<file path="config.mk">
export PLATFORM = sky130hd
export DESIGN_NAME = hsd_ctrl
export DESIGN_NICKNAME = d
export VERILOG_FILES = /design/src/rtl/hsd_pkg.sv /design/src/rtl/hsd_ctrl.sv
export SDC_FILE = /design/constraint.sdc
export NUM_CORES = 1
export LEC_CHECK = 0
export ABC_AREA = 1
export BUFFER_PORTS_ARGS = -buffer_cell sky130_fd_sc_hd__buf_4
export CORE_MARGIN = 2
export CORE_UTILIZATION = 45
export DETAILED_ROUTE_END_ITERATION = 6
export PLACE_DENSITY = 0.68
export SYNTH_ARGS = -nofsm -noshare
export SYNTH_HDL_FRONTEND = slang
export SYNTH_SLANG_ARGS = --single-unit
</file>
<file path="constraint.sdc">
create_clock -name clk_i -period 6 [get_ports clk_i]
set_clock_uncertainty 0.15 [all_clocks]
set_input_delay 0.6 -clock clk_i [delete_from_list [all_inputs] [get_ports clk_i]]
set_output_delay 0.6 -clock clk_i [all_outputs]
set_load 0.01 [all_outputs]
</file>
<file path="src/rtl/hsd_pkg.sv">
// ----------------------------------------------------------------------------
// hsd_pkg
// shared types, constants and helpers of the heap sift-down core
// ----------------------------------------------------------------------------
`default_nettype none

package hsd_pkg;

  localparam int unsigned DEPTH_DEF      = 1024;
  localparam int unsigned ELEM_WIDTH_DEF = 32;

  localparam int unsigned IDX_W  = 10;
  localparam int unsigned VAL_W  = 32;
  localparam int unsigned SIZE_W = 11;
  localparam int unsigned CNT_W  = 32;

  // request codes
  typedef enum logic [1:0] {
    REQ_WRITE = 2'd0,
    REQ_READ  = 2'd1,
    REQ_SIFT  = 2'd2,
    REQ_CLEAR = 2'd3
  } req_e;

  // heap ordering
  typedef enum logic {
    ORDER_MAX = 1'b0,
    ORDER_MIN = 1'b1
  } order_e;

  typedef enum logic [2:0] {
    ST_IDLE,
    ST_EXEC,
    ST_RD_WAIT,
    ST_SIFT_LD,
    ST_SIFT_RD,
    ST_SIFT_CMP,
    ST_RESP
  } state_e;

  // one result beat
  typedef struct packed {
    logic signed [VAL_W-1:0] read_data;
    logic [CNT_W-1:0]        swaps;
    logic [CNT_W-1:0]        compares;
  } rsp_t;

  localparam logic [CNT_W-1:0] CMP_PER_LEVEL = CNT_W'(3);
  localparam logic [CNT_W-1:0] SWAP_INC      = CNT_W'(1);

  // saturating counter add
  function automatic logic [CNT_W-1:0] sat_add(input logic [CNT_W-1:0] cnt,
                                               input logic [CNT_W-1:0] inc);
    logic [CNT_W:0] sum;
    sum = {1'b0, cnt} + {1'b0, inc};
    return sum[CNT_W] ? {CNT_W{1'b1}} : sum[CNT_W-1:0];
  endfunction

endpackage

`default_nettype wire

</file>
<file path="src/rtl/hsd_ctrl.sv">
// ----------------------------------------------------------------------------
// hsd_ctrl
// request sequencer: write, read, counter clear and level-by-level sift-down
// ----------------------------------------------------------------------------
`default_nettype none

module hsd_ctrl import hsd_pkg::*; #(
  parameter int unsigned DEPTH      = DEPTH_DEF,
  parameter int unsigned ELEM_WIDTH = ELEM_WIDTH_DEF,
  localparam int unsigned AW        = $clog2(DEPTH)
) (
  input  wire logic                         clk_i,
  input  wire logic                         rst_ni,
  input  wire logic                         in_valid_i,
  output logic                              in_ready_o,
  input  wire logic        [1:0]            req_type_i,
  input  wire logic        [IDX_W-1:0]      index_i,
  input  wire logic signed [VAL_W-1:0]      value_i,
  input  wire logic        [SIZE_W-1:0]     heap_size_i,
  input  wire logic                         heap_order_i,
  output logic                              rsp_valid_o,
  input  wire logic                         rsp_ready_i,
  output rsp_t                              rsp_o,
  output logic                              we_o,
  output logic             [AW-1:0]         waddr_o,
  output logic             [ELEM_WIDTH-1:0] wdata_o,
  output logic                              ra_en_o,
  output logic             [AW-1:0]         ra_addr_o,
  input  wire logic signed [ELEM_WIDTH-1:0] ra_data_i,
  output logic                              rb_en_o,
  output logic             [AW-1:0]         rb_addr_o,
  input  wire logic signed [ELEM_WIDTH-1:0] rb_data_i
);

  localparam int unsigned NW  = (AW > IDX_W) ? AW : IDX_W;
  localparam int unsigned CHW = NW + 2;
  localparam int unsigned SZW = ((AW + 1) > SIZE_W) ? (AW + 1) : SIZE_W;

  state_e state_q, state_d;
  req_e   req_q, req_d;

  logic        [IDX_W-1:0]      idx_q, idx_d;
  logic signed [VAL_W-1:0]      val_q, val_d;
  logic        [SZW-1:0]        size_q, size_d;
  logic        [NW-1:0]         node_q, node_d;
  logic signed [ELEM_WIDTH-1:0] carry_q, carry_d;
  logic                         moved_q, moved_d;
  logic signed [VAL_W-1:0]      rdata_q, rdata_d;
  logic        [CNT_W-1:0]      swp_q, swp_d;
  logic        [CNT_W-1:0]      cmp_q, cmp_d;

  logic [SZW-1:0] size_ext;
  logic [SZW-1:0] size_clamp;
  logic [CHW-1:0] idx_w;
  logic           idx_in_range;
  logic [CHW-1:0] node_w;
  logic [CHW-1:0] left_w;
  logic [CHW-1:0] right_w;
  logic           left_ok;
  logic           right_ok;
  logic           l_take;
  logic           r_take;
  logic           swap;
  logic signed [ELEM_WIDTH-1:0] best_val;
  logic signed [ELEM_WIDTH-1:0] sel_val;
  logic [CHW-1:0] sel_w;

  assign size_ext   = SZW'(heap_size_i);
  assign size_clamp = (size_ext > SZW'(DEPTH)) ? SZW'(DEPTH) : size_ext;

  assign idx_w        = CHW'(idx_q);
  assign idx_in_range = idx_w < CHW'(DEPTH);

  // children of the current node
  assign node_w   = CHW'(node_q);
  assign left_w   = (node_w << 1) + CHW'(1);
  assign right_w  = left_w + CHW'(1);
  assign left_ok  = left_w < CHW'(size_q);
  assign right_ok = right_w < CHW'(size_q);

  // the node position logically holds the carried element
  assign l_take   = left_ok && ((heap_order_i == ORDER_MIN) ? (ra_data_i < carry_q)
                                                            : (ra_data_i > carry_q));
  assign best_val = l_take ? ra_data_i : carry_q;
  assign r_take   = right_ok && ((heap_order_i == ORDER_MIN) ? (rb_data_i < best_val)
                                                             : (rb_data_i > best_val));
  assign swap     = l_take || r_take;
  assign sel_val  = r_take ? rb_data_i : ra_data_i;
  assign sel_w    = r_take ? right_w : left_w;

  // next state
  always_comb begin
    state_d = state_q;
    unique case (state_q)
      ST_IDLE: begin
        if (in_valid_i) begin
          state_d = ST_EXEC;
        end
      end
      ST_EXEC: begin
        unique case (req_q)
          REQ_WRITE: state_d = ST_RESP;
          REQ_READ:  state_d = ST_RD_WAIT;
          REQ_SIFT:  state_d = ST_SIFT_LD;
          REQ_CLEAR: state_d = ST_RESP;
          default:   state_d = ST_RESP;
        endcase
      end
      ST_RD_WAIT:  state_d = ST_RESP;
      ST_SIFT_LD:  state_d = ST_SIFT_CMP;
      ST_SIFT_RD:  state_d = ST_SIFT_CMP;
      ST_SIFT_CMP: state_d = swap ? ST_SIFT_RD : ST_RESP;
      ST_RESP: begin
        if (rsp_ready_i) begin
          state_d = ST_IDLE;
        end
      end
      default: state_d = ST_IDLE;
    endcase
  end

  // outputs
  always_comb begin
    in_ready_o  = 1'b0;
    rsp_valid_o = 1'b0;
    we_o        = 1'b0;
    waddr_o     = node_q[AW-1:0];
    wdata_o     = carry_q;
    ra_en_o     = 1'b0;
    ra_addr_o   = idx_w[AW-1:0];
    rb_en_o     = 1'b0;
    rb_addr_o   = right_w[AW-1:0];
    unique case (state_q)
      ST_IDLE: in_ready_o = 1'b1;
      ST_EXEC: begin
        if (req_q == REQ_WRITE) begin
          we_o    = idx_in_range;
          waddr_o = idx_w[AW-1:0];
          wdata_o = ELEM_WIDTH'(val_q);
        end
        ra_en_o = (req_q == REQ_READ) || (req_q == REQ_SIFT);
      end
      ST_SIFT_LD, ST_SIFT_RD: begin
        ra_en_o   = 1'b1;
        ra_addr_o = left_w[AW-1:0];
        rb_en_o   = 1'b1;
      end
      ST_SIFT_CMP: begin
        // child moves up now, carried element lands once the walk stops
        we_o    = swap || moved_q;
        wdata_o = swap ? sel_val : carry_q;
      end
      ST_RESP: rsp_valid_o = 1'b1;
      default: ;
    endcase
  end

  // datapath next values
  always_comb begin
    req_d   = req_q;
    idx_d   = idx_q;
    val_d   = val_q;
    size_d  = size_q;
    node_d  = node_q;
    carry_d = carry_q;
    moved_d = moved_q;
    rdata_d = rdata_q;
    swp_d   = swp_q;
    cmp_d   = cmp_q;
    case (state_q)
      ST_IDLE: begin
        if (in_valid_i) begin
          req_d   = req_e'(req_type_i);
          idx_d   = index_i;
          val_d   = value_i;
          size_d  = size_clamp;
          node_d  = NW'(index_i);
          moved_d = 1'b0;
          rdata_d = '0;
        end
      end
      ST_EXEC: begin
        if (req_q == REQ_CLEAR) begin
          swp_d = '0;
          cmp_d = '0;
        end
      end
      ST_RD_WAIT: rdata_d = idx_in_range ? VAL_W'(ra_data_i) : '0;
      ST_SIFT_LD: carry_d = ra_data_i;
      ST_SIFT_CMP: begin
        cmp_d = sat_add(cmp_q, CMP_PER_LEVEL);
        if (swap) begin
          swp_d   = sat_add(swp_q, SWAP_INC);
          node_d  = sel_w[NW-1:0];
          moved_d = 1'b1;
        end
      end
      default: ;
    endcase
  end

  always_ff @(posedge clk_i or negedge rst_ni) begin
    if (!rst_ni) begin
      state_q <= ST_IDLE;
      moved_q <= 1'b0;
      swp_q   <= '0;
      cmp_q   <= '0;
    end else begin
      state_q <= state_d;
      moved_q <= moved_d;
      swp_q   <= swp_d;
      cmp_q   <= cmp_d;
    end
  end

  always_ff @(posedge clk_i) begin
    req_q   <= req_d;
    idx_q   <= idx_d;
    val_q   <= val_d;
    size_q  <= size_d;
    node_q  <= node_d;
    carry_q <= carry_d;
    rdata_q <= rdata_d;
  end

  assign rsp_o = '{read_data: rdata_q, swaps: swp_q, compares: cmp_q};

endmodule

`default_nettype wire

</file>
# After elaboration in Yosys (flattened, before gate mapping)

Index checks and enable logic that the tools add are counted.
Widths: inputs -> output; s select.

$add $sub $neg: 4
Magnitude comparators: 8
Equality and inequality tests: 13
Multiplexer cells: 37
Reductions and logical operators: 18

Operators with widths:

| operator              | number |
|---|---|
| $mux 32               | 10 |
| $pmux 32 s2           | 4 |
| $gt 32x32->1          | 2 |
| $lt 32x32->1          | 2 |
| $mux 10               | 6 |
| $add 32x1->33 const B | 1 |
| $add 32x2->33 const B | 1 |
| $lt 12x11->1          | 2 |
| $pmux 10 s2           | 1 |
| $pmux 3 s6            | 1 |
| $add 11x1->12 const B | 1 |
| $add 12x1->12 const B | 1 |
| $gt 11x11->1 const B  | 1 |
| $lt 10x11->1 const B  | 1 |
| $eq 3x3->1 const B    | 3 |
| $pmux 3 s3            | 1 |
| $mux 1                | 8 |
| $ne 2x2->1 const B    | 4 |
| $reduce_and 2->1      | 4 |
| $eq 3x2->1 const B    | 2 |
| $mux 3                | 2 |
| $pmux 1 s2            | 3 |
| $reduce_and 3->1      | 2 |
| $reduce_bool 2->1     | 3 |
| other kinds (9)       | 14 |

Register bits after elaboration: 197
Bits of input ports: 124
Output and inout port bits: 163
Word-level logic and storage cells: 91

# Logic depth before layout (Yosys ltp)

Depth in word-level cells: 10
Gate-level depth with buffers: 43
Depth with buffers taken out: 41

# Least setup slack after synthesis

No wires, ideal clock.

Path kind: input port to output port
Start point: in ra_data_i[31]
End point: out wdata_o[23]
Arrival time: 4.063 ns
Data required time: 5.250 ns
Setup slack: 1.187 ns
Stages on the path: 29
Buffers on the path: 4
Cells stage by stage: ha_1 > nand2_1 > nor2_1 > nand2_1 > nor3b_2 > nand2_1 > nand2_1 > nand2_1 > nand3_1 > nand2_1 > nand3_2 > buf_2 > clkbuf_1 > o21ai_0 > ha_1 > a21oi_1 > nor2_1 > nor2_1 > nand2_1 > a21oi_1 > nand3_1 > nand3_1 > nand2_1 > nand2_4 > buf_2 > buf_4 > nand3_1 > nand3b_1 > nand2_1

Cells in the longest elaborated chain, start to end: 10

RTL lines:

| what                                         | line                           | text |
|---|---|---|
| start: declaration                           | hsd_ctrl.sv:29                 | `input wire logic signed [ELEM_WIDTH-1:0] ra_data_i,` |
| $gt 32x32->1 or $lt 32x32->1 (tied branches) | hsd_ctrl.sv:83, hsd_ctrl.sv:82 |  |
| $mux 1                                       | hsd_ctrl.sv:82                 | `assign l_take = left_ok && ((heap_order_i == ORDER_MIN) ? (ra_data_i < carry_q)` |
| $logic_and 1x1->1                            | hsd_ctrl.sv:82                 |  |
| $mux 32                                      | hsd_ctrl.sv:84                 | `assign best_val = l_take ? ra_data_i : carry_q;` |
| $gt 32x32->1 or $lt 32x32->1 (tied branches) | hsd_ctrl.sv:86, hsd_ctrl.sv:85 |  |
| $mux 1                                       | hsd_ctrl.sv:85                 | `assign r_take = right_ok && ((heap_order_i == ORDER_MIN) ? (rb_data_i < best_val)` |
| $logic_and 1x1->1                            | hsd_ctrl.sv:85                 |  |
| $mux 32 or $logic_or 1x1->1 (tied branches)  | hsd_ctrl.sv:88, hsd_ctrl.sv:87 |  |
| $mux 32 (*)                                  | hsd_ctrl.sv:151                | `wdata_o = swap ? sel_val : carry_q;` |
| $pmux 32 s2 (*)                              | hsd_ctrl.sv:133                | `unique case (state_q)` |
| end: declaration                             | hsd_ctrl.sv:26                 | `output logic [ELEM_WIDTH-1:0] wdata_o,` |

Every way passes the cells marked *; elsewhere a longest branch is shown, timed or not.

# Worst setup path in the final report

Start point: reg node_q[6]
End point: out wdata_o[31]

Cells in the longest elaborated chain, start to end: 10

RTL lines:

| what                                         | line                           | text |
|---|---|---|
| start: declaration                           | hsd_ctrl.sv:45                 | `logic [NW-1:0] node_q, node_d;` |
| start signal: assignment                     | hsd_ctrl.sv:221                | `node_q <= node_d;` |
| $add 11x1->12 (*)                            | hsd_ctrl.sv:76                 | `assign left_w = (node_w << 1) + CHW'(1);` |
| $lt 12x11->1                                 | hsd_ctrl.sv:78                 | `assign left_ok = left_w < CHW'(size_q);` |
| $logic_and 1x1->1                            | hsd_ctrl.sv:82                 |  |
| $mux 32                                      | hsd_ctrl.sv:84                 |  |
| $gt 32x32->1 or $lt 32x32->1 (tied branches) | hsd_ctrl.sv:86, hsd_ctrl.sv:85 |  |
| $mux 1                                       | hsd_ctrl.sv:85                 |  |
| $logic_and 1x1->1                            | hsd_ctrl.sv:85                 |  |
| $mux 32 or $logic_or 1x1->1 (tied branches)  | hsd_ctrl.sv:88, hsd_ctrl.sv:87 |  |
| $mux 32 (*)                                  | hsd_ctrl.sv:151                |  |
| $pmux 32 s2 (*)                              | hsd_ctrl.sv:133                |  |

Marks and branches as above.

==> results.md <==
* Outcome: completed
* Met2 wire len at about 20,000 µm
* Synthesis-stage register bit count at ~200
* CP endpoint kind: primary output
* Pre-CTS setup slack at 371.7 ps
* Worst R2R Path Depth at 24
* Final Slew Violations at 0
* DRC at 0
* Max clock buf depth at 2
* Async S/R FF share, synth at 0.3452
* Avg Cell Area, Syn at 7.727 µm²
* CP required at between 5000 and 6000 ps
* Mapped Area at about 13,000 µm²
* Distinct cell type count after synthesis at 48
* Normalized max-slew margin at 0.3750
* Die height at 176.1 µm
* WL met1 at 17,330 µm
* Fin worst setup slack at between 300 and 400 ps
* Vias at 12,660
* Core Area at 28,940 µm²
* Clock transition at path regs at 80 ps
* GRT overflow at 0
* CTS tree: built
* Final Util at 0.5706
* Hold WS at 130.3 ps
* Area leader, netlist: edfxtp_1
* Share of layout cells above drive strength 1 at 0.1957
* # setup viols final at 0
* Crit path launch type: register
* Max-cap viol count at 0
* Clk_lat worst skew at around 450 ps
* Global placer's final weighted congestion at 0.8968
* Chip width at 176.1 µm
* Syn. warnings at 0
* Top Layer Used: met4
* Flop2flop setup slack at 810 ps
* Crit-path slowest cell: edfxtp_1
* FMAX at 176.6 MHz
* 1st-iter DRT viols at 1,093
* DRT Pass-1 Iters at 6
* Die footprint at between 30,000 and 40,000 µm²
* FF-to-FF End: swp_q[28]$_DFFE_PN0P_
* Slew at the pin closest to its max-slew limit at 934.2 ps
* Post-DP HPWL at about 30,000 µm
* CP peak stage delay at about 530 ps
* Vias in the first global route at 12,030
* Root buffer cell: clkbuf_16
* Yosys top cell area share at 0.2908
* EDFF count, synth at between 100 and 150
* Pleak at 7.870 nW
* Setup CP Type: register to primary output
* Synth top area cells: edfxtp_1 29%, nand2_1 13%, dfrtp_1 13%
* Initial Util at 0.4604
* First-pass GRT wire length at 63,790 µm
* Antenna viol nets, final at 0
* Final Hold Violating Endpoints at 0
* Total routed wirelength at just over 40,000 µm
* Placed Area at between 15,000 and 20,000 µm²
* Max VDD drop at roughly 0.00019 V
* IO Port Bufs at 285
* Crit Path Max Fanout at 35
* Cell count after synthesis at 1,724
* Hold Path Class: input pin to asynchronous set/reset pin
* Sink Count at 197
* Synth Flop Type: edfxtp_1
* Core Rows at 62
* Crit-path most repeated cell: nand2_1
* Nets at between 2,000 and 2,500
* Total track usage at 0.2613
* Largest net degree at the start of global routing at just over 70
* Post-synthesis sequential area ratio at 0.4185
* Reg-to-Reg Start: node_q[6]$_DFFE_PP_
* Final Cycle Share at 0.9437
* Met3 WL at a little under 3000 µm
* Final instance area at 16,510 µm²
* Pwr Density at 397.1 nW/µm²
* Vias/cell at approximately 5.3
* Number of antenna violations at the first check in global routing at 1
* Crit path DAT at 4910 ps
* H-tree levels at 4
* Min Tclk post-route at 5662 ps
* Routed WL per cell at 17.10 µm
* Area Growth Syn to Fin at 23.94%
* CTS Buf Count at 17
* Io pins at 287
* Net Count, Synth at 1,938
-- cell usage in the layout, fill, tap and decap left out, drive strengths merged, types with 3 or more instances in the layout --
| master | instances |
|---|---|
| a21oi | 50 |
| clkbuf | 17 |
| buf | 306 |
| or2 | 3 |
| clkinvlp | 4 |
| o21a | 3 |
| o21ai | 208 |
| nand4 | 24 |
| o311ai | 15 |
| xor2 | 31 |
| nand3 | 98 |
| edfxtp | 129 |
| clkinv | 3 |
| ha | 90 |
| dfrtp | 68 |
| o31ai | 4 |
| nor2 | 124 |
| xnor2 | 3 |
| nor3 | 36 |
| nor4 | 11 |
| o211ai | 5 |
| inv | 251 |
| nand3b | 26 |
| nand2 | 476 |
-- Yosys cell counts (4+ instances only) --
cell type	count
o21ai_1	34
dfrtp_1	68
nor3_1	30
o311ai_0	15
nor4_1	10
a21oi_1	49
clkbuf_1	41
nor2_1	118
o21ai_0	173
buf_2	17
o31ai_1	4
inv_2	6
nand4_1	23
nand3_2	6
inv_1	237
o211ai_1	5
nand2_1	468
ha_1	90
xor2_1	31
nor3_2	4
nand2_2	5
nor2_2	5
nand3b_1	26
edfxtp_1	129
nand3_1	92
-- power by group --
group          leakage, nW  internal [W]  switching (W)
Sequential            2.13       0.00181       0.000230
Clock                0.278      0.000591       0.000579
Combinational         5.46       0.00126        0.00208
Total                 7.87       0.00367        0.00289
-- worst max path at each step --
stage,start,end,slack (ps),cells past startpoint
after detailed placement,ra_data_i[22],wdata_o[28],370,30
after global placement,ra_data_i[23],wdata_o[26],460,31
final,node_q[6]$_DFFE_PP_,wdata_o[31],340,26
after floorplan,ra_data_i[31],wdata_o[23],1190,29
after CTS,node_q[6]$_DFFE_PP_,wdata_o[28],110,23
after global routing,carry_q[29]$_DFFE_PN_,wdata_o[31],-20,35
-- logic make-up (layout without fill, tap and decap cells) --
logic type / count (synthesis) / after routing / synth area share
compound gates: 293 / 293 / 0.1187
xor+xnor: 34 / 34 / 0.02235
fa+ha+maj: 90 / 90 / 0.08453
buf+inv: 308 / 582 / 0.09111
flops: 197 / 197 / 0.4185
other cells: 1 / 2 / 0.0002815
simple gates: 801 / 801 / 0.2645
-- layer usage --
metal / track usage / vias to the layer above
li1: - / 6221
met1: 0.3369 / 5926
met2: 0.4397 / 461
met3: 0.05125 / 55
met4: 0.08850 / 0
met5: 0 / -
-- per-stage QoR --
stage | total power [W] | setup TNS, ps | cells
after global placement | 0.005212 | 0 | 2344
final | 0.006557 | 0 | 2383
after CTS | 0.006448 | 0 | 2376
after global routing | 0.007021 | -19.97 | 2382
after detailed placement | 0.005273 | 0 | 2344
after floorplan | 0.003932 | 0 | 1724
-- registers in the layout, indices dropped and copies added, names as in the netlist --
signal	flops
carry_q	32
cmp_q	32
rdata_q	32
swp_q	32
val_q	32
size_q	11
idx_q	10
node_q	10
state_q	3
req_q	2
moved_q	1
-- worst max-delay path, delay by kind of cell (launching register included) --
| family | cells | cell delay (ps) |
|---|---|---|
| buf+inv | 4 | 600 |
| simple gates | 12 | 1270 |
| fa+ha+maj | 2 | 640 |
| compound gates | 8 | 1430 |
| flops | 1 | 530 |
-- area by class of cell --
type / instances / area, µm²
Multi-Input combinational cell: 1219 / 6605
Tap cell: 384 / 480.5
Timing Repair Buffer: 306 / 2338
Clock buffer: 17 / 425.4
Sequential cell: 197 / 5575
Clock inverter: 15 / 158.9
Fill cell: 2718 / 12420
Antenna cell: 1 / 2.502
Inverter: 244 / 924.6
-- repair_timing --
item	4_1_cts	5_1_grt
hold buffers	0	0
endpoints found under the setup margin	0	32
buffers inserted	0	6
resized for setup	0	24
endpoints found under the hold margin	0	0
(Power assumes the default switching activity.)
